**config.mk**
```make
export PLATFORM = sky130hd
export DESIGN_NAME = aae_gain
export DESIGN_NICKNAME = d
export VERILOG_FILES = /design/src/rtl/aae_pkg.sv /design/src/rtl/aae_gain.sv
export SDC_FILE = /design/constraint.sdc
export NUM_CORES = 2
export LEC_CHECK = 0
export ABC_AREA = 1
export BUFFER_PORTS_ARGS = -buffer_cell sky130_fd_sc_hd__buf_4
export CAP_MARGIN = 20
export CELL_PAD_IN_SITES_DETAIL_PLACEMENT = 1
export CELL_PAD_IN_SITES_GLOBAL_PLACEMENT = 2
export CORE_MARGIN = 1.5
export CORE_UTILIZATION = 40
export CTS_CLUSTER_DIAMETER = 40
export CTS_CLUSTER_SIZE = 16
export DETAILED_ROUTE_END_ITERATION = 7
export PLACE_DENSITY = 0.83
export RECOVER_POWER = 25
export SYNTH_ARGS = -nofsm -noshare
export SYNTH_HDL_FRONTEND = slang
export SYNTH_SLANG_ARGS = --single-unit
```
**constraint.sdc**
```tcl
create_clock -name clk -period 2.5 [get_ports clk]
set_input_delay 0.25 -clock clk [delete_from_list [all_inputs] [get_ports clk]]
set_output_delay 0.25 -clock clk [all_outputs]
set_load 0.05 [all_outputs]
```
**src/rtl/aae_pkg.sv**
```systemverilog
`default_nettype none

package aae_pkg;

    // Fixed-point layout of the datapath.
    localparam int GUARD_BITS = 8;
    localparam int ANG_FRAC   = 12;
    localparam int ANG_W      = 29;
    localparam int UNIT_W     = ANG_W - ANG_FRAC;
    localparam int TOL_W      = 8;
    localparam int GAIN_W     = 24;

    typedef logic signed [ANG_W-1:0]  angle_t;
    typedef logic signed [UNIT_W-1:0] units_t;
    typedef logic [TOL_W-1:0]         tol_t;

    localparam angle_t HALF_TURN_ACC = 29'sd94371840;
    localparam angle_t ROUND_HALF    = 29'sd2048;

    localparam units_t AZ_MAX = 17'sd23040;
    localparam units_t AZ_MIN = -17'sd23040;
    localparam units_t EL_MAX = 17'sd11520;
    localparam units_t EL_MIN = 17'sd0;

    // Reciprocal of the CORDIC gain, round(2^24 / 1.6467602581).
    localparam logic [GAIN_W-1:0] INV_GAIN_Q24 = 24'd10188014;

    // Rounded atan(2^-i) in 1/128 degree with twelve fraction bits.
    function automatic angle_t atan_entry(input int idx);
        angle_t val;
        begin
            case (idx)
                0:       val = 29'sd23592960;
                1:       val = 29'sd13927738;
                2:       val = 29'sd7359034;
                3:       val = 29'sd3735561;
                4:       val = 29'sd1875029;
                5:       val = 29'sd938429;
                6:       val = 29'sd469329;
                7:       val = 29'sd234679;
                8:       val = 29'sd117341;
                9:       val = 29'sd58671;
                10:      val = 29'sd29335;
                11:      val = 29'sd14668;
                12:      val = 29'sd7334;
                13:      val = 29'sd3667;
                14:      val = 29'sd1833;
                15:      val = 29'sd917;
                16:      val = 29'sd458;
                17:      val = 29'sd229;
                18:      val = 29'sd115;
                19:      val = 29'sd57;
                20:      val = 29'sd29;
                21:      val = 29'sd14;
                22:      val = 29'sd7;
                23:      val = 29'sd4;
                default: val = 29'sd0;
            endcase
            return val;
        end
    endfunction

endpackage

`default_nettype wire

```
**src/rtl/aae_gain.sv**
```systemverilog
`default_nettype none

module aae_gain #(
    parameter int W      = 44,
    parameter int SIDE_W = 1
) (
    input  wire                  clk,
    input  wire                  rst_n,
    input  wire                  en,
    input  wire                  in_valid,
    input  wire signed [W-1:0]   x_in,
    input  wire signed [W-1:0]   adz_in,
    input  wire [SIDE_W-1:0]     side_in,
    output logic                 out_valid,
    output logic signed [W-1:0]  h_out,
    output logic signed [W-1:0]  adz_out,
    output logic [SIDE_W-1:0]    side_out
);
    import aae_pkg::*;

    localparam int HI_W = W - GAIN_W;
    localparam int LO_W = 2 * GAIN_W;

    logic                v1_reg, v2_reg;
    logic [W-1:0]        prod_hi_reg, prod_hi_next;
    logic [LO_W-1:0]     prod_lo_reg, prod_lo_next;
    logic signed [W-1:0] h_reg, h_next;
    logic signed [W-1:0] adz1_reg, adz2_reg;
    logic [SIDE_W-1:0]   side1_reg, side2_reg;

    // The length input is never negative, so the split into a high part and
    // a 24-bit low part needs no sign handling.
    assign prod_hi_next = {{GAIN_W{1'b0}}, x_in[W-1:GAIN_W]}
                        * {{HI_W{1'b0}}, INV_GAIN_Q24};
    assign prod_lo_next = {{GAIN_W{1'b0}}, x_in[GAIN_W-1:0]}
                        * {{GAIN_W{1'b0}}, INV_GAIN_Q24};
    assign h_next = prod_hi_reg + {{HI_W{1'b0}}, prod_lo_reg[LO_W-1:GAIN_W]};

    always_ff @(posedge clk or negedge rst_n)
    begin
        if (!rst_n)
        begin
            v1_reg <= 1'b0;
            v2_reg <= 1'b0;
        end
        else if (en)
        begin
            v1_reg <= in_valid;
            v2_reg <= v1_reg;
        end
    end

    always_ff @(posedge clk)
    begin
        if (en)
        begin
            prod_hi_reg <= prod_hi_next;
            prod_lo_reg <= prod_lo_next;
            adz1_reg    <= adz_in;
            side1_reg   <= side_in;
            h_reg       <= h_next;
            adz2_reg    <= adz1_reg;
            side2_reg   <= side1_reg;
        end
    end

    assign out_valid = v2_reg;
    assign h_out     = h_reg;
    assign adz_out   = adz2_reg;
    assign side_out  = side2_reg;

endmodule

`default_nettype wire

```
# [Yosys cells after proc, flatten, opt, wreduce, memory -nomap -nowiden]
# Cells that the tools add are included.
[word_totals] input_bits=93 regBits=226 elab_cells=12 output_inout_bits=90
[op_classes] n_addsub=1 multipliers=2
[ops] cell="multiplier 24 x 23 -> 47 bit (second input constant)" count=1
[ops] cell="adder 44 x 24 -> 44 bit" count=1
[ops] cell="multiplier 20 x 23 -> 43 bit (second input constant)" count=1

# [Longest topological paths before layout]
[logic_depth] word_depth=1 ltp_mapped=26 depth_no_buf=26

# [Least setup slack after synthesis]
# OpenSTA, ideal clock, no wires.
[synth_timing] path_type="in2reg" start="input x_in[11]" end="register prod_lo_reg[41] (data pin)" t_arrival_ps=5095 stages=21 required_ps=2248 path_slack_ps=-2848 setup_time_ps=252 n_path_buf=0 path_cell_list="inv_1 > fa_1 > fa_1 > inv_1 > fa_1 > fa_1 > fa_1 > fa_1 > inv_1 > fa_1 > inv_1 > ha_1 > nand2_1 > nor2_1 > inv_1 > nor2_1 > nand3_1 > nand3_1 > nand2_1 > nand3_1 > nand2_1"
[synth_via] elab_chain_len=1
[synth_lines] item="start: declaration" line="aae_gain.sv:11" text="input wire signed [W-1:0] x_in,"
[synth_lines] item="multiplier 24 x 23 -> 47 bit" line="aae_gain.sv:36" text="* {{GAIN_W{1'b0}}, INV_GAIN_Q24};"
[synth_lines] item="via prod_lo_next[41]" line="aae_gain.sv:26" text="logic [LO_W-1:0] prod_lo_reg, prod_lo_next;"
[synth_lines] item="end signal: assignment" line="aae_gain.sv:58" text="prod_lo_reg <= prod_lo_next;"
[synth_lines] item="end: declaration" line="aae_gain.sv:26"
# The timed path passes the listed nets, and every way through them passes these cells.
# A chain may end at the register's enable or synchronous reset.

# [Worst setup path in the final report]
[layout_timing] start="input x_in[13]" end="register prod_lo_reg[40] (data pin)"
# The elaborated chain is that of the path after synthesis.

==> out/qor.txt <==
FILL cells - 8807
Routed wire length - 103000 um
CP startpoint kind - primary input
Final setup vio count - 62
Clock slew seen by the registers of the worst setup and hold paths - 60 ps
Initial antenna violation count - 0
CP max-delay cell - fa_2
CP Data Arrival Time - 5320 ps
Failing checks - max-capacitance violations, max-slew violations, negative setup slack
Dpl hpwl - 88900 um
Netlist Area Pre-Place - 31000 um2
Ranking of synthesized cells by area - fa_1, edfxtp_1, ha_1
Min-Delay Path Class - primary input to async pin
Die width - 281 um
Reg2reg setup slack - 160 ps
CTS H-Tree Depth - 1
Antenna fix cells - 0
TritonRoute pass-1 iters - 5
Critical Path RT - 2780 ps
Top_reg_cell synth - edfxtp_1
Top-area cell type share of the netlist area - 30.4%
Min setup slack post-route - -2550 ps
Slew headroom - -57.9%
Clock Path Buffers - 3
Crit path capture type - flip-flop
Outcome - finished with violations
# IOs - 183
RSZ-0062 raised after global routing - true
Cells after synthesis - 3529
Max stage delay on crit path - 600 ps
Highest Clock Rate - 198 MHz
Async SR Flop Fraction - 0.985%
CP Depth - 23
Fin crit share - 202%
PortBufs - 182
Worst path top cell family by delay - adder cells
Root buf cell - clkbuf_16
Largest net degree at the start of global routing - 66
Area grow syn2layout - 35.7%
CORE AREA - 76300 um2
Die Ht - 281 um
Via count - 25.2k
ANT nets after route - 0
Clk Latency, worst-skew pair - 550 ps
Reg2reg start - prod_lo_reg[43]
Final Critical Period - 5050 ps
Cts bufs inserted - 28
Top-count cell post-synth - inv_1
Top cells by count, synth - inv_1, nand2_1, fa_1
Net Count, Synth - 4540
Critical path cell sequence - buf_8 -> clkinvlp_4 -> fa_2 -> fa_1 -> fa_1 -> inv_1 -> fa_1 -> fa_1 -> fa_1 -> inv_1 -> fa_1 -> inv_2 -> ha_4 -> nand2_4 -> inv_2 -> nand2_2 -> nand3_4 -> a21oi_2 -> nor2_1 -> nor2_1 -> nand2_1 -> nand2_1 -> nand2_1
Seq/Total Area, Yosys - 19.7%
Layout cell share with drive strength beyond 1 - 31.0%
GRT Total Usage - 26.5%
Fin. Hold Viols - 0
Via/cell ratio - 4.72
Post-synth EDFFs - 201
Critical setup path kind - primary input to flip-flop
Gr ovfl total - 0
CTS tree - built
Most Frequent Cell on Critical Path - fa_1
Max Cap Violations - 1
Worst-path fanout max - 4
Number of global-route vias before repair - 28.3k
Starting DRT DRC Count - 1053
R2R Path End - h_out[28]
Final #Nets - 5301
Synth Area per Inst - 8.77 um2
FF+latch count, synth - 203
Clk sinks - 203
Count of final max-slew check failures - 39
Die Area - 79100 um2
Least-Margin Pin Slew - 2370 ps
Initial Utilization - 40.6%
Yosys Warn Count - 0
Placer Congestion - 0.936
Clk_skew - 24.8 ps
Remaining DRCs - 0
Distinct cells, synth - 31
Pre-CTS setup slack - -3290 ps
Crit path buf inv count - 6
Worst reg-to-reg path cell count - 10
First-pass GRT wire length - 159000 um
Area leader, netlist - fa_1
Rows - 101
Routed len/inst - 19.4 um
[worst register-to-register path, cell delays in order (launching register included)]
cell      delay [ps]
edfxtp_1         450
ha_1             450
nand2_1          140
nor2_1           260
nand2_1           90
inv_1             80
nand4_1           90
nand3_1          210
nand2_1          120
nand3_1          100
nand2_1          110
[routing by layer]
metal	share of wire (%)	wire, um	global-route usage, %
met1	48	49200	37.8
met5	0	0	0
met4	1.5	1530	4.03
met2	47	48200	44.1
met3	4.4	4540	2.97
[what timing repair did]
item / in CTS / in global routing
gates resized for setup: 405 / 203
hold endpoints to repair: 48 / 0
hold buffers: 47 / 0
setup endpoints to repair: 63 / 63
pin swaps: 210 / 152
gates cloned: 0 / 0
buffers inserted: 42 / 36
[logic make-up (layout without fill, tap and decap cells)]
logic type | Yosys count | count (layout) | share of synthesized area [%]
simple gates | 1156 | 1156 | 15.1
xor+xnor | 57 | 57 | 1.61
compound gates | 114 | 114 | 2.00
flops | 203 | 203 | 19.7
buf+inv | 1081 | 1864 | 13.1
fa+ha+maj | 918 | 918 | 48.5
[placed cells by master (no fill, tap or decap), types with 5 or more instances in the layout]
| cell type | synthesis | layout |
|---|---|---|
| edfxtp_1 | 201 | 201 |
| a21oi_1 | 73 | 41 |
| clkbuf_1 | 0 | 6 |
| xor2_2 | 0 | 6 |
| inv_1 | 1080 | 965 |
| a21oi_4 | 0 | 8 |
| nor2_2 | 3 | 40 |
| ha_1 | 448 | 364 |
| nand2_4 | 0 | 44 |
| xnor2_1 | 12 | 8 |
| inv_4 | 0 | 5 |
| clkbuf_4 | 0 | 38 |
| o21ai_0 | 19 | 18 |
| clkinvlp_4 | 0 | 11 |
| inv_2 | 1 | 101 |
| buf_12 | 0 | 16 |
| buf_8 | 0 | 8 |
| dlygate4sd3_1 | 0 | 47 |
| clkbuf_16 | 0 | 29 |
| nor2_4 | 0 | 29 |
| a21oi_2 | 0 | 24 |
| nand4_1 | 19 | 19 |
| ha_4 | 0 | 70 |
| nor2_1 | 188 | 122 |
| fa_1 | 470 | 430 |
| nor3_2 | 6 | 10 |
| fa_2 | 0 | 40 |
| o21bai_1 | 10 | 10 |
| nand2_2 | 5 | 145 |
| inv_6 | 0 | 8 |
| buf_6 | 0 | 54 |
| xor2_1 | 45 | 36 |
| nand3_4 | 0 | 12 |
| nor3_1 | 18 | 13 |
| nand3_1 | 111 | 74 |
| nand3_2 | 6 | 31 |
| buf_4 | 0 | 563 |
| nand2_1 | 788 | 602 |
| ha_2 | 0 | 14 |
[area by class of cell]
class	instances	area [um2]	share of cell area (%)
Inverter	1081	4110	9.78
Tap cell	1030	1290	3.07
Sequential cell	203	6090	14.5
Timing Repair Buffer	731	6050	14.4
Multi-Input combinational cell	2245	23500	56.0
Clock buffer	30	729	1.74
Clock inverter	22	204	0.486
[worst max-delay path by stage]
stage | from | endpoint
global route | x_in[41] | prod_hi_reg[37]
global placement | x_in[10] | prod_lo_reg[45]
CTS | x_in[41] | prod_hi_reg[29]
detailed placement | x_in[10] | prod_lo_reg[45]
floorplan | x_in[8] | prod_lo_reg[47]
finish | x_in[13] | prod_lo_reg[40]
[stage by stage]
| stage | instances | util (%) | area [um2] | hold WS [ps] | TNS, ps |
|---|---|---|---|---|---|
| CTS | 5312 | 53.9 | 41200 | 42.1 | -139970 |
| global route | 5342 | 55.0 | 42000 | 48.6 | -151450 |
| detailed placement | 5175 | 49.7 | 38000 | 37.5 | -183350 |
| floorplan | 3529 | - | 31900 | -45.6 | -144840 |
| global placement | 5175 | 49.7 | 38000 | 32.9 | -177430 |
| finish | 5342 | 55.0 | 42000 | 56.4 | -142330 |
Power is left out: the tool's default activity adds up to more than one toggle a clock period on the data nets, which glitch-free logic cannot reach.
