**src/rtl/aae_pkg.sv**
```systemverilog
`default_nettype none

package aae_pkg;

    // Fixed-point layout of the datapath.
    localparam int GUARD_BITS = 8;
    localparam int ANG_FRAC   = 12;
    localparam int ANG_W      = 29;
    localparam int UNIT_W     = ANG_W - ANG_FRAC;
    localparam int TOL_W      = 8;
    localparam int GAIN_W     = 24;

    typedef logic signed [ANG_W-1:0]  angle_t;
    typedef logic signed [UNIT_W-1:0] units_t;
    typedef logic [TOL_W-1:0]         tol_t;

    localparam angle_t HALF_TURN_ACC = 29'sd94371840;
    localparam angle_t ROUND_HALF    = 29'sd2048;

    localparam units_t AZ_MAX = 17'sd23040;
    localparam units_t AZ_MIN = -17'sd23040;
    localparam units_t EL_MAX = 17'sd11520;
    localparam units_t EL_MIN = 17'sd0;

    // Reciprocal of the CORDIC gain, round(2^24 / 1.6467602581).
    localparam logic [GAIN_W-1:0] INV_GAIN_Q24 = 24'd10188014;

    // Rounded atan(2^-i) in 1/128 degree with twelve fraction bits.
    function automatic angle_t atan_entry(input int idx);
        angle_t val;
        begin
            case (idx)
                0:       val = 29'sd23592960;
                1:       val = 29'sd13927738;
                2:       val = 29'sd7359034;
                3:       val = 29'sd3735561;
                4:       val = 29'sd1875029;
                5:       val = 29'sd938429;
                6:       val = 29'sd469329;
                7:       val = 29'sd234679;
                8:       val = 29'sd117341;
                9:       val = 29'sd58671;
                10:      val = 29'sd29335;
                11:      val = 29'sd14668;
                12:      val = 29'sd7334;
                13:      val = 29'sd3667;
                14:      val = 29'sd1833;
                15:      val = 29'sd917;
                16:      val = 29'sd458;
                17:      val = 29'sd229;
                18:      val = 29'sd115;
                19:      val = 29'sd57;
                20:      val = 29'sd29;
                21:      val = 29'sd14;
                22:      val = 29'sd7;
                23:      val = 29'sd4;
                default: val = 29'sd0;
            endcase
            return val;
        end
    endfunction

endpackage

`default_nettype wire

```
**src/rtl/aae_front.sv**
```systemverilog
`default_nettype none

module aae_front #(
    parameter int COORD_BITS = 32,
    parameter int W          = 44
) (
    input  wire                          clk,
    input  wire                          rst_n,
    input  wire                          en,
    input  wire aae_pkg::tol_t           tol,
    input  wire                          in_valid,
    input  wire signed [COORD_BITS-1:0]  mount_x,
    input  wire signed [COORD_BITS-1:0]  mount_y,
    input  wire signed [COORD_BITS-1:0]  mount_z,
    input  wire signed [COORD_BITS-1:0]  target_x,
    input  wire signed [COORD_BITS-1:0]  target_y,
    input  wire signed [COORD_BITS-1:0]  target_z,
    output logic                         out_valid,
    output logic signed [W-1:0]          x_out,
    output logic signed [W-1:0]          y_out,
    output aae_pkg::angle_t              z_out,
    output logic signed [W-1:0]          adz_out,
    output logic                         aim_out
);
    import aae_pkg::*;

    localparam int DW  = COORD_BITS + 1;
    localparam int EXT = W - DW - GUARD_BITS;

    logic                 v1_reg;
    logic signed [DW-1:0] dx_reg, dy_reg, dz_reg;
    logic signed [DW-1:0] dx_next, dy_next, dz_next;

    logic                 v2_reg;
    logic signed [W-1:0]  x_reg, y_reg, adz_reg;
    logic signed [W-1:0]  x_next, y_next, adz_next;
    angle_t               z_reg, z_next;
    logic                 aim_reg, aim_next;

    logic [DW-1:0]        mag_dx, mag_dy, mag_dz;
    logic signed [W-1:0]  x_scaled, y_scaled;

    // Differences are exact in one extra bit.
    assign dx_next = {target_x[COORD_BITS-1], target_x} - {mount_x[COORD_BITS-1], mount_x};
    assign dy_next = {target_y[COORD_BITS-1], target_y} - {mount_y[COORD_BITS-1], mount_y};
    assign dz_next = {target_z[COORD_BITS-1], target_z} - {mount_z[COORD_BITS-1], mount_z};

    always_comb
    begin
        mag_dx   = dx_reg[DW-1] ? (-dx_reg) : dx_reg;
        mag_dy   = dy_reg[DW-1] ? (-dy_reg) : dy_reg;
        mag_dz   = dz_reg[DW-1] ? (-dz_reg) : dz_reg;
        aim_next = !((mag_dx <= DW'(tol)) && (mag_dy <= DW'(tol)));
        x_scaled = {{EXT{dx_reg[DW-1]}}, dx_reg, {GUARD_BITS{1'b0}}};
        y_scaled = {{EXT{dy_reg[DW-1]}}, dy_reg, {GUARD_BITS{1'b0}}};
        adz_next = {{EXT{1'b0}}, mag_dz, {GUARD_BITS{1'b0}}};
        if (dx_reg[DW-1])
        begin
            // Turn the vector by half a turn so that the CORDIC sees x >= 0.
            x_next = -x_scaled;
            y_next = -y_scaled;
            z_next = dy_reg[DW-1] ? (-HALF_TURN_ACC) : HALF_TURN_ACC;
        end
        else
        begin
            x_next = x_scaled;
            y_next = y_scaled;
            z_next = '0;
        end
    end

    always_ff @(posedge clk or negedge rst_n)
    begin
        if (!rst_n)
        begin
            v1_reg <= 1'b0;
            v2_reg <= 1'b0;
        end
        else if (en)
        begin
            v1_reg <= in_valid;
            v2_reg <= v1_reg;
        end
    end

    always_ff @(posedge clk)
    begin
        if (en)
        begin
            dx_reg  <= dx_next;
            dy_reg  <= dy_next;
            dz_reg  <= dz_next;
            x_reg   <= x_next;
            y_reg   <= y_next;
            z_reg   <= z_next;
            adz_reg <= adz_next;
            aim_reg <= aim_next;
        end
    end

    assign out_valid = v2_reg;
    assign x_out     = x_reg;
    assign y_out     = y_reg;
    assign z_out     = z_reg;
    assign adz_out   = adz_reg;
    assign aim_out   = aim_reg;

endmodule

`default_nettype wire

```
**config.mk**
```make
export PLATFORM = sky130hd
export DESIGN_NAME = aae_front
export DESIGN_NICKNAME = d
export VERILOG_FILES = /design/src/rtl/aae_pkg.sv /design/src/rtl/aae_front.sv
export SDC_FILE = /design/constraint.sdc
export NUM_CORES = 1
export LEC_CHECK = 0
export BUFFER_PORTS_ARGS = -buffer_cell sky130_fd_sc_hd__buf_4
export CAP_MARGIN = 20
export CORE_MARGIN = 4
export CORE_UTILIZATION = 50
export CTS_BUF_LIST = sky130_fd_sc_hd__clkbuf_16
export CTS_CLUSTER_DIAMETER = 100
export CTS_CLUSTER_SIZE = 10
export DETAILED_ROUTE_END_ITERATION = 6
export PLACE_DENSITY = 0.79
export SYNTH_ARGS = -nofsm -noshare
export SYNTH_HDL_FRONTEND = slang
export SYNTH_SLANG_ARGS = --single-unit
```
**constraint.sdc**
```tcl
create_clock -name clk -period 4.31 [get_ports clk]
set_input_delay 0.6465 -clock clk [delete_from_list [all_inputs] [get_ports clk]]
set_output_delay 0.6465 -clock clk [all_outputs]
set_load 0.02 [all_outputs]
```
[Yosys cells after proc, flatten, opt, wreduce, memory -nomap -nowiden]
Cells that the tools add are included.
Storage, ports and cells
  register bits: 252
  input port bits: 204
Cells by class
  $lt $le $gt $ge: 2
  reductions and logical operators: 2
  $add $sub $neg: 8
  mux-type cells: 6
Operators by type and width (count)
  33-bit negator: 3
  32-bit by 32-bit subtractor with 33-bit output: 3
  41-bit negator with 44-bit output: 2
  33-bit by 8-bit less-or-equal comparator with 1-bit output: 2
  33-bit two-way mux: 2
  44-bit two-way mux: 1
  40-bit two-way mux: 1
  32-bit two-way mux: 1
  29-bit two-way mux: 1
  1-bit logical AND: 1
  1-bit zero test: 1

[Longest topological paths before layout]
  word-level depth: 5
  depth in mapped cells: 17
  depth with buffers taken out: 15

[Worst setup path before layout]
OpenSTA, ideal clock, no wires.
  path kind: register -> register
  start point: register dx_reg[32]
  end point: register aim_reg, in the netlist aim_out (data pin)
  cell stages (with the launch flop): 18
  buffers on the path: 5
  setup slack: 0.069 ns
  arrival time: 3.968 ns
  library setup time: 0.273 ns
  cells stage by stage: edfxtp_1 clkbuf_1 clkbuf_1 buf_1 clkbuf_1 clkbuf_1 nand2_1 xnor2_1 ha_1 nand4_1 nor2_1 nand2_1 a2111o_1 a31oi_1 nand4_1 or4b_1 nor4_1 nand4_1
Between the ends
  elaborated cells on any way between the ends: 5
  classes of those cells: 1 x add/sub; 1 x order compare; 1 x mux; 2 x reduce/logical
RTL lines
  start, declared: RTL line aae_front.sv:31  | logic signed [DW-1:0] dx_reg, dy_reg, dz_reg;
  start signal, assigned: RTL line aae_front.sv:90  | dx_reg <= dx_next;
  33-bit two-way mux: RTL line aae_front.sv:50  | mag_dx = dx_reg[DW-1] ? (-dx_reg) : dx_reg;
  named net mag_dx[4]: RTL line aae_front.sv:40  | logic [DW-1:0] mag_dx, mag_dy, mag_dz;
  33-bit by 8-bit less-or-equal comparator with 1-bit output: RTL line aae_front.sv:53  | aim_next = !((mag_dx <= DW'(tol)) && (mag_dy <= DW'(tol)));
  1-bit logical AND: RTL line aae_front.sv:53
  1-bit zero test: RTL line aae_front.sv:53
  named net aim_next: RTL line aae_front.sv:38  | logic aim_reg, aim_next;
  end signal, assigned: RTL line aae_front.sv:97  | aim_reg <= aim_next;
  end, declared: RTL line aae_front.sv:38
The timed path passes the listed nets, and every way through them passes these cells.
A chain may end at the register's enable or synchronous reset.

[Worst setup path after layout]
  start point: register dx_reg[12]
  end point: register aim_reg, in the netlist aim_out (data pin)
Between the ends
  longest elaborated chain between the ends: 5
RTL lines (RTL line)
  33-bit negator: aae_front.sv:50
  33-bit two-way mux: aae_front.sv:50
  named net mag_dx[30]: aae_front.sv:40
  33-bit by 8-bit less-or-equal comparator with 1-bit output: aae_front.sv:53
  1-bit logical AND: aae_front.sv:53
  1-bit zero test: aae_front.sv:53
  named net aim_next: aae_front.sv:38
The timed path passes the listed nets, and every way through them passes these cells.

==> results.md <==
- The run finished, with violations left.
- The checks that failed: design-rule violations.
- The total vias in the final route is 11973.
- Max-cap violations in this run came to 0.
- The region available for standard cell placement spans 29600 sq um.
- VDD sags by at most 0.290 mV.
- The top cell type's share of synthesized area is 41.8%.
- The maximum single-stage delay on the critical path is 0.60 ns.
- The clock period minus final worst setup slack is 3.96 ns.
- After floorplanning, the core was divided into 63 placement rows.
- After global routing, the most crowded layer is met2.
- The wire length of the first global-routing pass is 57000 um.
- STA classifies the critical path endpoint as a flop.
- The worst setup path is of the flop to flop kind.
- Counting flops with an async set or reset pin after synthesis yields a share of 0.952%.
- The worst reg-to-reg path cell count is 8.
- For the final database, setup skew stands at 0.0103 ns.
- In this run the cell area measured after placement is 17500 sq um.
- The final count of hold timing violations is 0.
- After detailed routing, the average wire length per cell comes to 16.4 um.
- The detailed router's first-iteration violation count is 656.
- Synthesis handed over a netlist of 1494 instances.
- The multiplexer fraction of the synthesized cell area is 0.436%.
- The width of the die is 181 um.
- The die covers 32700 sq um.
- The maximum fanout along the worst path is 6.
- The worst hold path depth is 2.
- The signal on the critical path passes through or4_4 > nor4b_1 > nand3_1 > o41ai_1 > xnor2_1 > or4_1 > nor4_2 > nand4_1.
- The number of max-slew violations in the final report is 0.
- Setup repair after global routing left no endpoint under its margin.
- The register bit total from synthesis is 210.
- Of the cells placed in the final design, the portion with a size suffix greater than 1 is 20.8%.
- The synthesized netlist contains 81 unique library cells.
- Data arrives at the worst endpoint at 4.20 ns.
- The initial utilization of the core area, before any placement, comes to 50.5%.
- For this run, global-route usage on met3 was measured as 5.54%.
- Of the total synthesized cell area, the portion taken by full adders, half adders and majority gates is 10.2%.
- Sorting the synthesized cells by area gives the leading types as edfxtp_1 (42%), ha_1 (9.8%), xnor2_1 (8.9%).
- The static leakage is 0.00787 uW.
- The summed negative setup slack over all endpoints is 0 ns.
- In this run, synthesis inferred 208 flip-flops with an integrated enable.
- The count of port buffers added during placement is 318.
- The number of global-route vias before repair is 11724.
- The die outline height is 181 um.
- In the synthesized netlist the dominant register cell turns out to be edfxtp_1.
- For this run, the top clock speed supported by timing is 253 MHz.
- The sequential area share after synthesis is 42.2%.
- The number of clock buffers inserted by TritonCTS is 24.
- In the post-synthesis netlist, the cell with the most instances is edfxtp_1.
- Dividing total power by cell area gives a power density of 382 nW/um^2.
- The growth of design area from synthesis to finish is 21.9%.
- Entering global routing, the biggest net connects 92 pins.
- After routing the design area is 18200 sq um.
- Before antenna repair, the detailed router went through 7 iterations.
- The largest individual stage delay along the critical path comes from the cell nor4b_1.
- The root cell of the clock tree is clkbuf_16.
- The global-route usage over all layers is 20.8%.
- CTS built an H-tree with a depth of 1.
- The number of setup violations in the final report is 0.
- Once the clock tree was built, the resizer swapped 0 gates to a different size.
- The number of hold buffers added after cts is 1.
- The count of antenna-violating nets left after detailed routing is 0.
- At the worst endpoint, the required time is 4.55 ns.
- At the end of routability-driven placement, the weighted congestion stood at 0.889.
- The clock-pin transition on the worst setup and hold timing paths is 0.06 ns.
- The commonest cells after synthesis are edfxtp_1 (208), xnor2_1 (152), inv_1 (151).
- Using the TritonRoute via totals, the vias-per-cell ratio works out to 5.43.
- The number of setup buffers added after CTS is 0.
- At the pin with the least slew margin, the transition time is 0.968 ns.
- The number of antenna violations at the first check in global routing was 0.
- The clock passes through at most 3 buffers.
- Each instance of the synthesized netlist takes up on average 9.99 sq um.
- Global routing consumed, on the met1 layer, 24.5% of the routing resources.
- The met2 usage is 37.4%.
- The repair_antennas step left the layout with diodes totalling 0.
- Summing the areas of all xor and xnor instances in the mapped netlist gives 10.3% of the synthesized area.
- The number of ports placed on the die boundary is 367.
- Of the total synthesized cell area, the portion taken by AND, OR, NAND and NOR gates is 13.3%.
- The dominant combinational cell family by area after synthesis is compound AO/OA/AOI/OAI gates.
- The startpoint kind of the worst setup timing path is a flop.
- The total number of clock tree sinks is 210.
- The post-layout utilization of the core is 61.6%.
- The share of the cycle needed by the critical path after routing is 91.9%.
- The mapped netlist covers 14900 sq um.
- edfxtp_1 takes more of the synthesized area than any other cell.
- The total detailed-routing wirelength is 36200 um.
- The Yosys step of the flow raised 0 warnings.
- The post-layout net count is 2130.
- Setup slack on the worst reg-to-reg path comes out at 0.35 ns.
- The class of the tightest hold or removal check is input port to flop.
- The overall overflow remaining after global route is 0.
- The max-slew headroom at the worst pin is 35.5%.
- The final worst hold slack is 0.391 ns.
- In the routed design, unresolved DRC markers number 2.
- The insertion delay to the later sink of the worst-skew pair is 0.51 ns.
- TritonCTS built the clock tree.
- The share of the synthesized area in compound gates (AO/OA/AOI/OAI) is 16.0%.
- After legalization and detailed placement, the total HPWL measured 29000 um.
==> worst paths after layout <==
check                      startpoint         to
setup / recovery           dx_reg[12]    aim_out
hold / removal               in_valid     v1_reg
setup reg to reg           dx_reg[12]    aim_out
hold reg to reg             dy_reg[0]   y_out[8]
max in group asynchronous       rst_n     v1_reg
min in group asynchronous       rst_n  out_valid
==> routing by layer <==
layer | wire length (um) | vias to the layer above
li1 | - | 5947
met1 | 14200 | 5550
met2 | 18100 | 409
met3 | 2910 | 67
met4 | 1030 | 0
met5 | 0 | -
==> area by class of cell <==
class	instances	area [sq um]
multi-input combinational	1090	7700
fill	2460	11400
clock inverter	10	37.5
clock buffer	25	626
inverter	151	567
sequential	210	6300
timing repair buffer	329	2490
tap	390	488
==> through the flow <==
| step | instances | worst slack [ns] | total power (uW) |
|---|---|---|---|
| after global routing | 2205 | 0.154 | 7350 |
| after floorplan | 1544 | 0.0691 | 4440 |
| after global placement | 2169 | 0.200 | 5170 |
| after CTS | 2205 | 0.368 | 7000 |
| after detailed placement | 2169 | 0.101 | 5230 |
| final | 2205 | 0.351 | 6960 |
==> kinds of logic (layout without fill, tap and decap cells) <==
family	after synthesis	count (layout)
adders and majority gates	120	120
other	1	51
buffers and inverters	244	515
muxes	6	6
and+or+nand+nor	376	376
DFF	210	210
xor gates and xnor gates	176	176
AOI/OAI and AO/OA	361	361
==> critical path: cells and delay by family, from the launching register on <==
family                    cells  cell delay (ns)
DFF                           1             0.45
xor gates and xnor gates      1             0.16
AOI/OAI and AO/OA             1             0.51
and+or+nand+nor               6             2.57
==> cell usage in the layout, fill, tap and decap left out, types with 3 or more instances in the layout <==
cell,n
xnor2_1,152
clkbuf_16,25
nand3_1,17
edfxtp_1,208
nor2b_1,13
nor3b_1,4
xor2_1,24
nor3_1,35
ha_1,117
a211oi_1,10
o211ai_1,9
a21oi_1,87
o21ai_0,81
o41ai_1,14
conb_1,51
inv_1,161
or4_4,4
nand2_1,89
or3_1,26
a21o_1,32
o31a_1,7
o311ai_0,3
o21bai_1,14
nand4_1,17
or4_1,17
nor4_1,15
and3_1,7
or2_2,5
buf_4,326
and2_1,10
mux2_2,4
o2111ai_1,5
o31ai_1,28
nand2b_1,23
o21a_1,23
nor2_1,76
a31oi_1,13
fa_1,3
==> where the power goes <==
group	internal, uW	switching (uW)	total, uW
logic	991	1180	2170
clock network	1020	732	1750
registers	2730	303	3040
total	4740	2210	6960
(Power assumes the default switching activity.)
