--- src/rtl/aae_pkg.sv ---
`default_nettype none

package aae_pkg;

    // Fixed-point layout of the datapath.
    localparam int GUARD_BITS = 8;
    localparam int ANG_FRAC   = 12;
    localparam int ANG_W      = 29;
    localparam int UNIT_W     = ANG_W - ANG_FRAC;
    localparam int TOL_W      = 8;
    localparam int GAIN_W     = 24;

    typedef logic signed [ANG_W-1:0]  angle_t;
    typedef logic signed [UNIT_W-1:0] units_t;
    typedef logic [TOL_W-1:0]         tol_t;

    localparam angle_t HALF_TURN_ACC = 29'sd94371840;
    localparam angle_t ROUND_HALF    = 29'sd2048;

    localparam units_t AZ_MAX = 17'sd23040;
    localparam units_t AZ_MIN = -17'sd23040;
    localparam units_t EL_MAX = 17'sd11520;
    localparam units_t EL_MIN = 17'sd0;

    // Reciprocal of the CORDIC gain, round(2^24 / 1.6467602581).
    localparam logic [GAIN_W-1:0] INV_GAIN_Q24 = 24'd10188014;

    // Rounded atan(2^-i) in 1/128 degree with twelve fraction bits.
    function automatic angle_t atan_entry(input int idx);
        angle_t val;
        begin
            case (idx)
                0:       val = 29'sd23592960;
                1:       val = 29'sd13927738;
                2:       val = 29'sd7359034;
                3:       val = 29'sd3735561;
                4:       val = 29'sd1875029;
                5:       val = 29'sd938429;
                6:       val = 29'sd469329;
                7:       val = 29'sd234679;
                8:       val = 29'sd117341;
                9:       val = 29'sd58671;
                10:      val = 29'sd29335;
                11:      val = 29'sd14668;
                12:      val = 29'sd7334;
                13:      val = 29'sd3667;
                14:      val = 29'sd1833;
                15:      val = 29'sd917;
                16:      val = 29'sd458;
                17:      val = 29'sd229;
                18:      val = 29'sd115;
                19:      val = 29'sd57;
                20:      val = 29'sd29;
                21:      val = 29'sd14;
                22:      val = 29'sd7;
                23:      val = 29'sd4;
                default: val = 29'sd0;
            endcase
            return val;
        end
    endfunction

endpackage

`default_nettype wire

--- src/rtl/aae_cordic_cell.sv ---
`default_nettype none

module aae_cordic_cell #(
    parameter int W      = 44,
    parameter int STAGE  = 0,
    parameter int SIDE_W = 1
) (
    input  wire                   clk,
    input  wire                   rst_n,
    input  wire                   en,
    input  wire                   in_valid,
    input  wire signed [W-1:0]    x_in,
    input  wire signed [W-1:0]    y_in,
    input  wire aae_pkg::angle_t  z_in,
    input  wire [SIDE_W-1:0]      side_in,
    output logic                  out_valid,
    output logic signed [W-1:0]   x_out,
    output logic signed [W-1:0]   y_out,
    output aae_pkg::angle_t       z_out,
    output logic [SIDE_W-1:0]     side_out
);
    import aae_pkg::*;

    localparam angle_t ATAN_STEP = atan_entry(STAGE);

    logic                valid_reg;
    logic signed [W-1:0] x_reg, y_reg, x_next, y_next;
    logic signed [W-1:0] x_shift, y_shift;
    angle_t              z_reg, z_next;
    logic [SIDE_W-1:0]   side_reg;

    // A residual of exactly zero takes the positive branch.
    always_comb
    begin
        x_shift = x_in >>> STAGE;
        y_shift = y_in >>> STAGE;
        if (!y_in[W-1])
        begin
            x_next = x_in + y_shift;
            y_next = y_in - x_shift;
            z_next = z_in + ATAN_STEP;
        end
        else
        begin
            x_next = x_in - y_shift;
            y_next = y_in + x_shift;
            z_next = z_in - ATAN_STEP;
        end
    end

    always_ff @(posedge clk or negedge rst_n)
    begin
        if (!rst_n)
            valid_reg <= 1'b0;
        else if (en)
            valid_reg <= in_valid;
    end

    always_ff @(posedge clk)
    begin
        if (en)
        begin
            x_reg    <= x_next;
            y_reg    <= y_next;
            z_reg    <= z_next;
            side_reg <= side_in;
        end
    end

    assign out_valid = valid_reg;
    assign x_out     = x_reg;
    assign y_out     = y_reg;
    assign z_out     = z_reg;
    assign side_out  = side_reg;

endmodule

`default_nettype wire

--- config.mk ---
export PLATFORM = sky130hd
export DESIGN_NAME = aae_cordic_cell
export DESIGN_NICKNAME = d
export VERILOG_FILES = /design/src/rtl/aae_pkg.sv /design/src/rtl/aae_cordic_cell.sv
export SDC_FILE = /design/constraint.sdc
export NUM_CORES = 1
export LEC_CHECK = 0
export BUFFER_PORTS_ARGS = -buffer_cell sky130_fd_sc_hd__buf_4
export CAP_MARGIN = 20
export CORE_ASPECT_RATIO = 2
export CORE_MARGIN = 5
export CORE_UTILIZATION = 50
export CTS_CLUSTER_SIZE = 28
export DETAILED_ROUTE_END_ITERATION = 10
export PLACE_DENSITY = 0.71
export RECOVER_POWER = 100
export SLEW_MARGIN = 30
export SYNTH_ARGS = -nofsm -noshare
export SYNTH_HDL_FRONTEND = slang
export SYNTH_SLANG_ARGS = --single-unit
--- constraint.sdc ---
create_clock -name clk -period 0.8 [get_ports clk]
set_input_delay 0.16 -clock clk [delete_from_list [all_inputs] [get_ports clk]]
set_output_delay 0.16 -clock clk [all_outputs]
set_load 0.1 [all_outputs]
==> results of run 1 <==
metrics by stage:
step,area (um2),setup TNS [ps],setup slack (ps)
4_1_cts,22100,-161340,-1610
3_3_place_gp,19100,-175040,-2290
2_1_floorplan,13000,-144260,-1610
3_5_place_dp,19100,-182210,-2350
timing repair:
item                                    4_1_cts
endpoints found under the setup margin      214
endpoints found under the hold margin        22
hold buffers                                 22
buffers inserted                             60
gates resized for setup                     387
pin swaps                                   156
cell families after synthesis:
family,count (synthesis),synth area share (%)
multiplexers,14,1.17
buffers and inverters,205,6.86
adder cells (fa/ha/maj),141,14.8
AND/OR/NAND/NOR,375,14.8
flip-flops,118,29.2
AO/OA/AOI/OAI,515,26.8
XOR/XNOR,89,6.43
metal layers:
| metal | GRT overflow | track usage (%) |
|---|---|---|
| met1 | 1 | 61.6 |
| met5 | 0 | 13.6 |
| met2 | 19 | 90.8 |
| met4 | 20 | 76.7 |
| met3 | 1 | 44.1 |
==> flow_metrics.py, run 1 <==
metrics = {
    "floorplan": {
        "io_pins": 241,
        "core.rowCount": 80,
        "dieHeight_um": 230,
        "initial_utilization_pct": 50.7,
        "die_x_um": 120,
    },
    "clocking": {
        "htreeDepth": 4,
        "cts_sinks": 118,
        "root_buffer": "clkbuf_16",
        "cts_buffer_depth": 2,
        "cts_buffers": 17,
    },
    "global_routing": {
        "grt_usage_pct": 67.3,
        "grt_overflow": 41,
        "grt_pass1_wl_um": 141000,
        "grt_max_degree": 30,
        "grt_pass1_vias": 21600,
    },
    "placed_design": {
        "port_buffers": 240,
        "gp_congestion": 1.06,
        "dp_hpwl_um": 50200,
        "place_inst": 2487,
    },
    "logic_synthesis": {
        "yosysSeqAreaShare_pct": 29.2,
        "async_reset_ff_share_pct": 0.847,
        "synthCells": 1457,
        "synthTopCellsByArea": "edfxtp_1 29%, ha_1 14%, a21oi_1 8.1%, xnor2_1 5.5%, inv_1 4.1%",
        "syn_area_um2": 12100,
        "yosysMostFrequentCell": "a21oi_1",
        "synth_area_leader_cell": "edfxtp_1",
        "synth.avg_cell_area_um2": 8.32,
        "syn_nets": 1720,
        "synth_common_cells": "196 x a21oi_1, 137 x ha_1, 133 x inv_1, 117 x edfxtp_1, 112 x nor2_1",
        "synthDistinctLibCells": 77,
        "synth_top_area_share_pct": 29.0,
        "synth-seq-cells": 118,
        "synth_ff_type": "edfxtp_1",
        "synth-edff-count": 117,
        "synth_warnings": 0,
    },
    "outcome": {
        "stop_stage": "5_1_grt",
        "status": "stopped before the end",
        "error_message": "[ERROR GRT-0116] Global routing finished with congestion. Check the congestion regions in the DRC Viewer.",
    },
}
==> run 2, diff against run 1 <==
- CORE_ASPECT_RATIO: 2 -> default
- CORE_UTILIZATION: 50 -> 35
- CTS_CLUSTER_SIZE: 28 -> default
- PLACE_DENSITY: 0.71 -> default
- PLACE_DENSITY_LB_ADDON: default -> 0.15
==> flow_metrics.py, run 2 <==
metrics = {
    "outcome": {
        "status": "finished with violations",
        "violations": "negative setup slack",
    },
    "global_routing": {
        "grt_pass1_vias": 14800,
        "antenna_found_initial": 0,
        "grt_max_degree": 74,
        "grt_pass1_wl_um": 84900,
        "grt_usage_pct": 28.4,
        "grt_overflow": 0,
    },
    "worst_setup_path": {
        "cp_cell_sequence": "buf_12 -> ha_4 -> inv_2 -> fa_2 -> nor2_4 -> o311ai_4 -> a211oi_4 -> buf_4 -> o211ai_1 -> nand3_2 -> or2_4 -> a211o_1 -> a22oi_2 -> xor2_1",
        "crit_type": "input port to register",
        "r2r-start": "out_valid$_DFFE_PN0P_",
        "cp_max_fo": 3,
        "worstReg2RegEnd": "out_valid$_DFFE_PN0P_",
        "critPathArrivalTime_ps": 2700,
        "cp-end-kind": "register",
        "crit_slowest_cell": "o311ai_4",
        "r2r_cells": 1,
        "cp-start-kind": "input port",
        "crit_required_ps": 990,
        "cpPeakStageDelay_ps": 350,
        "reg2reg_slack_ps": -70,
    },
    "floorplan": {
        "io_pins": 241,
        "dieArea_um2": 38500,
        "design.core.area_um2": 34400,
        "core.rowCount": 68,
        "initial_utilization_pct": 35.3,
        "die_x_um": 196,
        "dieHeight_um": 196,
    },
    "clocking": {
        "root_buffer": "clkbuf_16",
        "htreeDepth": 4,
        "clkTransAtPathRegs_ps": 60,
        "cts_buffer_depth": 2,
        "cts_tree": "done",
        "cts_sinks": 118,
        "clk_latency_ps": 440,
        "cts_buffers": 17,
    },
    "sta": {
        "slew_headroom_pct": 59.1,
        "finClkSkew_ps": 0,
        "tns_ps": -163300,
        "worst_slack_ps": -1720,
        "fmax_ghz": 0.398,
        "tightestPinTransition_ps": 608,
        "finalMaxSlewViolations": 0,
        "finalCritPeriodShare_pct": 314,
        "hold_viol_final": 0,
        "finalCriticalPeriod_ps": 2520,
        "setup_violations": 223,
        "rsz0062_at_grt": "true",
    },
    "logic_synthesis": {
        "muxShareOfSynthArea_pct": 1.17,
        "synthDistinctLibCells": 77,
        "synth_area_leader_cell": "edfxtp_1",
        "synth_ff_type": "edfxtp_1",
        "synthCells": 1457,
        "synthTopCellsByArea": "edfxtp_1 29%, ha_1 14%, a21oi_1 8.1%, xnor2_1 5.5%, inv_1 4.1%",
        "synth_top_area_share_pct": 29.0,
        "synth_adder_area_share_pct": 14.8,
        "synth_top_family_by_area": "compound AO/OA/AOI/OAI gates",
        "synth.avg_cell_area_um2": 8.32,
        "synth-edff-count": 117,
        "yosysMostFrequentCell": "a21oi_1",
        "async_reset_ff_share_pct": 0.847,
        "synth_warnings": 0,
        "synthSimpleGateAreaFrac_pct": 14.8,
        "synthXorXnorAreaFrac_pct": 6.43,
        "syn_nets": 1720,
        "synth-seq-cells": 118,
        "yosysSeqAreaShare_pct": 29.2,
        "synth_common_cells": "196 x a21oi_1, 137 x ha_1, 133 x inv_1, 117 x edfxtp_1, 112 x nor2_1",
        "syn_area_um2": 12100,
        "synth_compound_area_share_pct": 26.8,
    },
    "placed_design": {
        "place_worst_setup_slack_ps": -2300,
        "dp_hpwl_um": 44900,
        "gp_congestion": 0.951,
        "port_buffers": 240,
    },
    "final_layout": {
        "drive_gt1_share_pct": 55.7,
        "syn2layout_area_growth_pct": 92.8,
        "n_fill_cell": 2799,
        "layout_common_cells": "656 x buf_4, 183 x buf_6, 117 x a21oi_1, 117 x edfxtp_1, 106 x inv_1",
        "fin_util_pct": 68.0,
        "layout.nets": 2597,
        "final_common_cell": "buf_4",
        "n_antenna_cell": 0,
        "largest_reg_flops": 44,
    },
    "detailed_routing": {
        "drt_iter0_markers": 1133,
        "vias_per_cell": 5.29,
        "ant_nets": 0,
        "first_pass_iters": 6,
        "vias": 14800,
        "routed_wl_um": 58100,
        "drc": 0,
        "wl_per_cell_um": 20.8,
    },
    "flow_run": {
        "maxCapViolations": 0,
    },
    "pwr": {
        "power_w": 0.0415,
        "vdd_drop_max_mv": 1.71,
        "pwr_density_cell_nw_per_um2": 1770,
        "leakage_nw": 10.4,
    },
    "min_path": {
        "min_path_type": "input port to asynchronous set/reset pin",
    },
}
run 2: final cells by class:
class,count,area [um2],share of cell area (%)
Multi-Input combinational cell,1134,10100,43.0
Timing Repair Buffer,920,7940,34.0
Sequential cell,118,3540,15.1
Inverter,143,634,2.71
Tap cell,455,569,2.43
Clock buffer,17,425,1.82
Clock inverter,14,223,0.952
run 2: per-layer routing:
layer / global-route usage, % / vias to the layer above / part of all wire, % / wire length [um]
li1: - / 7039 / - / -
met1: 40.0 / 7069 / 45 / 26000
met2: 45.6 / 615 / 46 / 26700
met3: 4.19 / 93 / 6.6 / 3820
met4: 8.04 / 0 / 2.8 / 1600
met5: 0 / - / 0 / 0
run 2: worst max-delay path by stage:
stage	start	end	slack, ps
3_5_place_dp	x_in[1]	y_out[43]$_DFFE_PP_	-2300
6_report	x_in[0]	x_out[42]$_DFFE_PP_	-1720
3_3_place_gp	x_in[8]	x_out[19]$_DFFE_PP_	-2220
2_1_floorplan	x_in[4]	x_out[43]$_DFFE_PP_	-1610
5_1_grt	x_in[0]	x_out[30]$_DFFE_PP_	-1770
4_1_cts	x_in[1]	x_out[40]$_DFFE_PP_	-1580
run 2: repair_timing:
action                     4_1_cts  5_1_grt
gates resized for setup        407      195
gates cloned                     0        2
hold buffers                    23        0
buffers inserted                56       52
hold endpoints to repair        23        0
pin swaps                      131      139
setup endpoints to repair      213      213
run 2: logic make-up (layout without fill, tap and decap cells):
logic type	Yosys count	count (layout)
compound gates	515	515
simple gates	375	375
buf+inv	205	1094
fa+ha+maj	141	141
flops	118	118
xor+xnor	89	89
mux	14	14
run 2: through the flow:
| stage | cell area, um2 | instances | hold slack, ps |
|---|---|---|---|
| 2_1_floorplan | 13000 | 1457 | -136 |
| 3_3_place_gp | 19300 | 2662 | -65.0 |
| 3_5_place_dp | 19300 | 2662 | -63.2 |
| 4_1_cts | 22300 | 2763 | 2.80 |
| 5_1_grt | 23400 | 2801 | 29.9 |
| 6_report | 23400 | 2801 | 44.6 |
run 2: worst max-delay path: cells and delay by family:
kind / cells / cell delay, ps
xor+xnor: 1 / 100
fa+ha+maj: 2 / 420
simple gates: 3 / 510
buf+inv: 3 / 340
compound gates: 5 / 1180
run 2: power breakdown:
part,total (W),switching [W],internal [W]
combinational,0.0241,0.0148,0.00928
sequential,0.00864,0.000525,0.00811
clock,0.00874,0.00320,0.00554
Note: power is estimated with default switching activity, not from simulation.
==> run 3, diff against run 2 <==
- CAP_MARGIN: 20 -> 10
- CTS_BUF_LIST: default -> sky130_fd_sc_hd__clkbuf_8
- HOLD_SLACK_MARGIN: default -> 0.15
==> flow_metrics.py, run 3 (same netlist as run 2, synthesis figures left out) <==
metrics = {
    "sta": {
        "finalCriticalPeriod_ps": 2420,
        "worst_slack_ps": -1620,
        "fmax_ghz": 0.413,
        "finalMaxSlewViolations": 0,
        "finClkSkew_ps": 0,
        "tns_ps": -165980,
        "tightestPinTransition_ps": 553,
        "hold_viol_final": 0,
        "rsz0062_at_grt": "true",
        "setup_violations": 217,
        "finalCritPeriodShare_pct": 303,
        "slew_headroom_pct": 62.8,
    },
    "detailed_routing": {
        "vias_per_cell": 5.29,
        "top_layer": "met4",
        "wl_per_cell_um": 20.7,
        "met2_length_um": 26200,
        "vias": 14700,
        "routed_wl_um": 57500,
        "first_pass_iters": 5,
        "wl_met1_um": 26200,
        "dr_wl_met3_um": 3670,
        "ant_nets": 0,
        "drt_iter0_markers": 1105,
        "drc": 0,
    },
    "worst_setup_path": {
        "crit_top_cell": "o211ai_1",
        "critPathArrivalTime_ps": 2670,
        "cp_max_fo": 4,
        "reg2reg_slack_ps": -70,
        "crit_required_ps": 1050,
        "crit_family": "compound AO/OA/AOI/OAI gates",
        "cp_cell_sequence": "buf_12 -> ha_4 -> inv_2 -> fa_2 -> nor2_4 -> o311ai_4 -> a211oi_4 -> o211ai_1 -> a21boi_2 -> o211ai_1 -> a21oi_2 -> buf_6 -> a31oi_1 -> xnor2_1",
        "cp-start-kind": "input port",
        "crit_slowest_cell": "fa_2",
        "cp-end-kind": "register",
        "critPathBufInv": 3,
        "cpPeakStageDelay_ps": 410,
        "crit_type": "input port to register",
    },
    "clocking": {
        "cts_buffers": 17,
        "root_buffer": "clkbuf_8",
        "cts_tree": "done",
        "htreeDepth": 4,
        "clkTransAtPathRegs_ps": 80,
        "cts_sinks": 118,
        "cts_buffer_depth": 2,
        "clk_latency_ps": 480,
    },
    "floorplan": {
        "dieHeight_um": 196,
        "initial_utilization_pct": 35.3,
        "dieArea_um2": 38500,
        "core.rowCount": 68,
        "io_pins": 241,
        "design.core.area_um2": 34400,
        "die_x_um": 196,
    },
    "pwr": {
        "vdd_drop_max_mv": 1.61,
        "leakage_nw": 10.1,
        "pwr_density_cell_nw_per_um2": 1720,
    },
    "placed_design": {
        "placed_area_um2": 19300,
        "dp_hpwl_um": 44900,
        "gp_congestion": 0.951,
        "port_buffers": 240,
        "place_inst": 2662,
    },
    "final_layout": {
        "layout_common_cells": "643 x buf_4, 171 x buf_6, 122 x a21oi_1",
        "n_fill_cell": 2901,
        "syn2layout_area_growth_pct": 86.7,
        "drive_gt1_share_pct": 53.6,
        "n_antenna_cell": 0,
        "layout.nets": 2576,
        "final_common_cell": "buf_4",
        "final_area_um2": 22600,
        "largest_reg_flops": 44,
        "final_cells": 2780,
    },
    "global_routing": {
        "grt_pass1_wl_um": 84900,
        "grt_max_degree": 74,
        "grt_overflow": 0,
        "grt_pass1_vias": 14800,
        "antenna_found_initial": 0,
        "grt_usage_pct": 28.4,
    },
    "flow_run": {
        "maxCapViolations": 0,
    },
    "outcome": {
        "status": "finished with violations",
        "violations": "negative setup slack",
    },
    "min_path": {
        "min_path_type": "input port to register",
    },
}
[run 3: worst paths after layout]
check / from / endpoint / depth (start not counted)
max: x_in[0] / x_out[40]$_DFFE_PP_ / 14
min: z_in[28] / z_out[28]$_DFFE_PP_ / 3
max reg2reg: out_valid$_DFFE_PN0P_ / out_valid$_DFFE_PN0P_ / 1
min reg2reg: out_valid$_DFFE_PN0P_ / out_valid$_DFFE_PN0P_ / 1
max in group asynchronous: rst_n / out_valid$_DFFE_PN0P_ / 3
min in group asynchronous: rst_n / out_valid$_DFFE_PN0P_ / 3
[run 3: area by class of cell]
| class | count | area [um2] | area share (%) |
|---|---|---|---|
| clock buffer | 17 | 234 | 1.03 |
| clock inverter | 14 | 223 | 0.984 |
| inverter | 143 | 621 | 2.74 |
| multi-input combinational | 1134 | 9830 | 43.4 |
| sequential | 118 | 3540 | 15.6 |
| tap | 455 | 569 | 2.51 |
| timing repair buffer | 899 | 7620 | 33.7 |
[run 3: what timing repair did]
item	4_1_cts	5_1_grt
hold buffers	26	1
endpoints found under the setup margin	212	214
pin swaps	146	101
resized for setup	406	118
setup buffers	56	31
hold endpoints to repair	37	11
cloned	0	1
[run 3: stage by stage]
stage	hold slack [ps]	util [%]	total power [W]	worst slack (ps)
after global routing	37.8	65.9	0.0404	-1650
after floorplan	-136	-	0.0213	-1610
after detailed placement	-63.2	56.3	0.0290	-2300
after global placement	-65.0	56.3	0.0289	-2220
final	66.1	65.9	0.0389	-1620
after CTS	30.6	64.4	0.0381	-1510
[run 3: power breakdown]
group / leakage, nW / switching, W / total, W / internal (W)
clock: 0.223 / 0.00296 / 0.00668 / 0.00372
sequential: 1.16 / 0.000513 / 0.00861 / 0.00810
combinational: 8.69 / 0.0147 / 0.0236 / 0.00894
[run 3: layer usage]
layer | up-vias | GRT usage [%]
li1 | 6987 | -
met5 | - | 0
met4 | 0 | 7.37
met2 | 548 | 45.5
met1 | 7081 | 40.1
met3 | 78 | 4.65
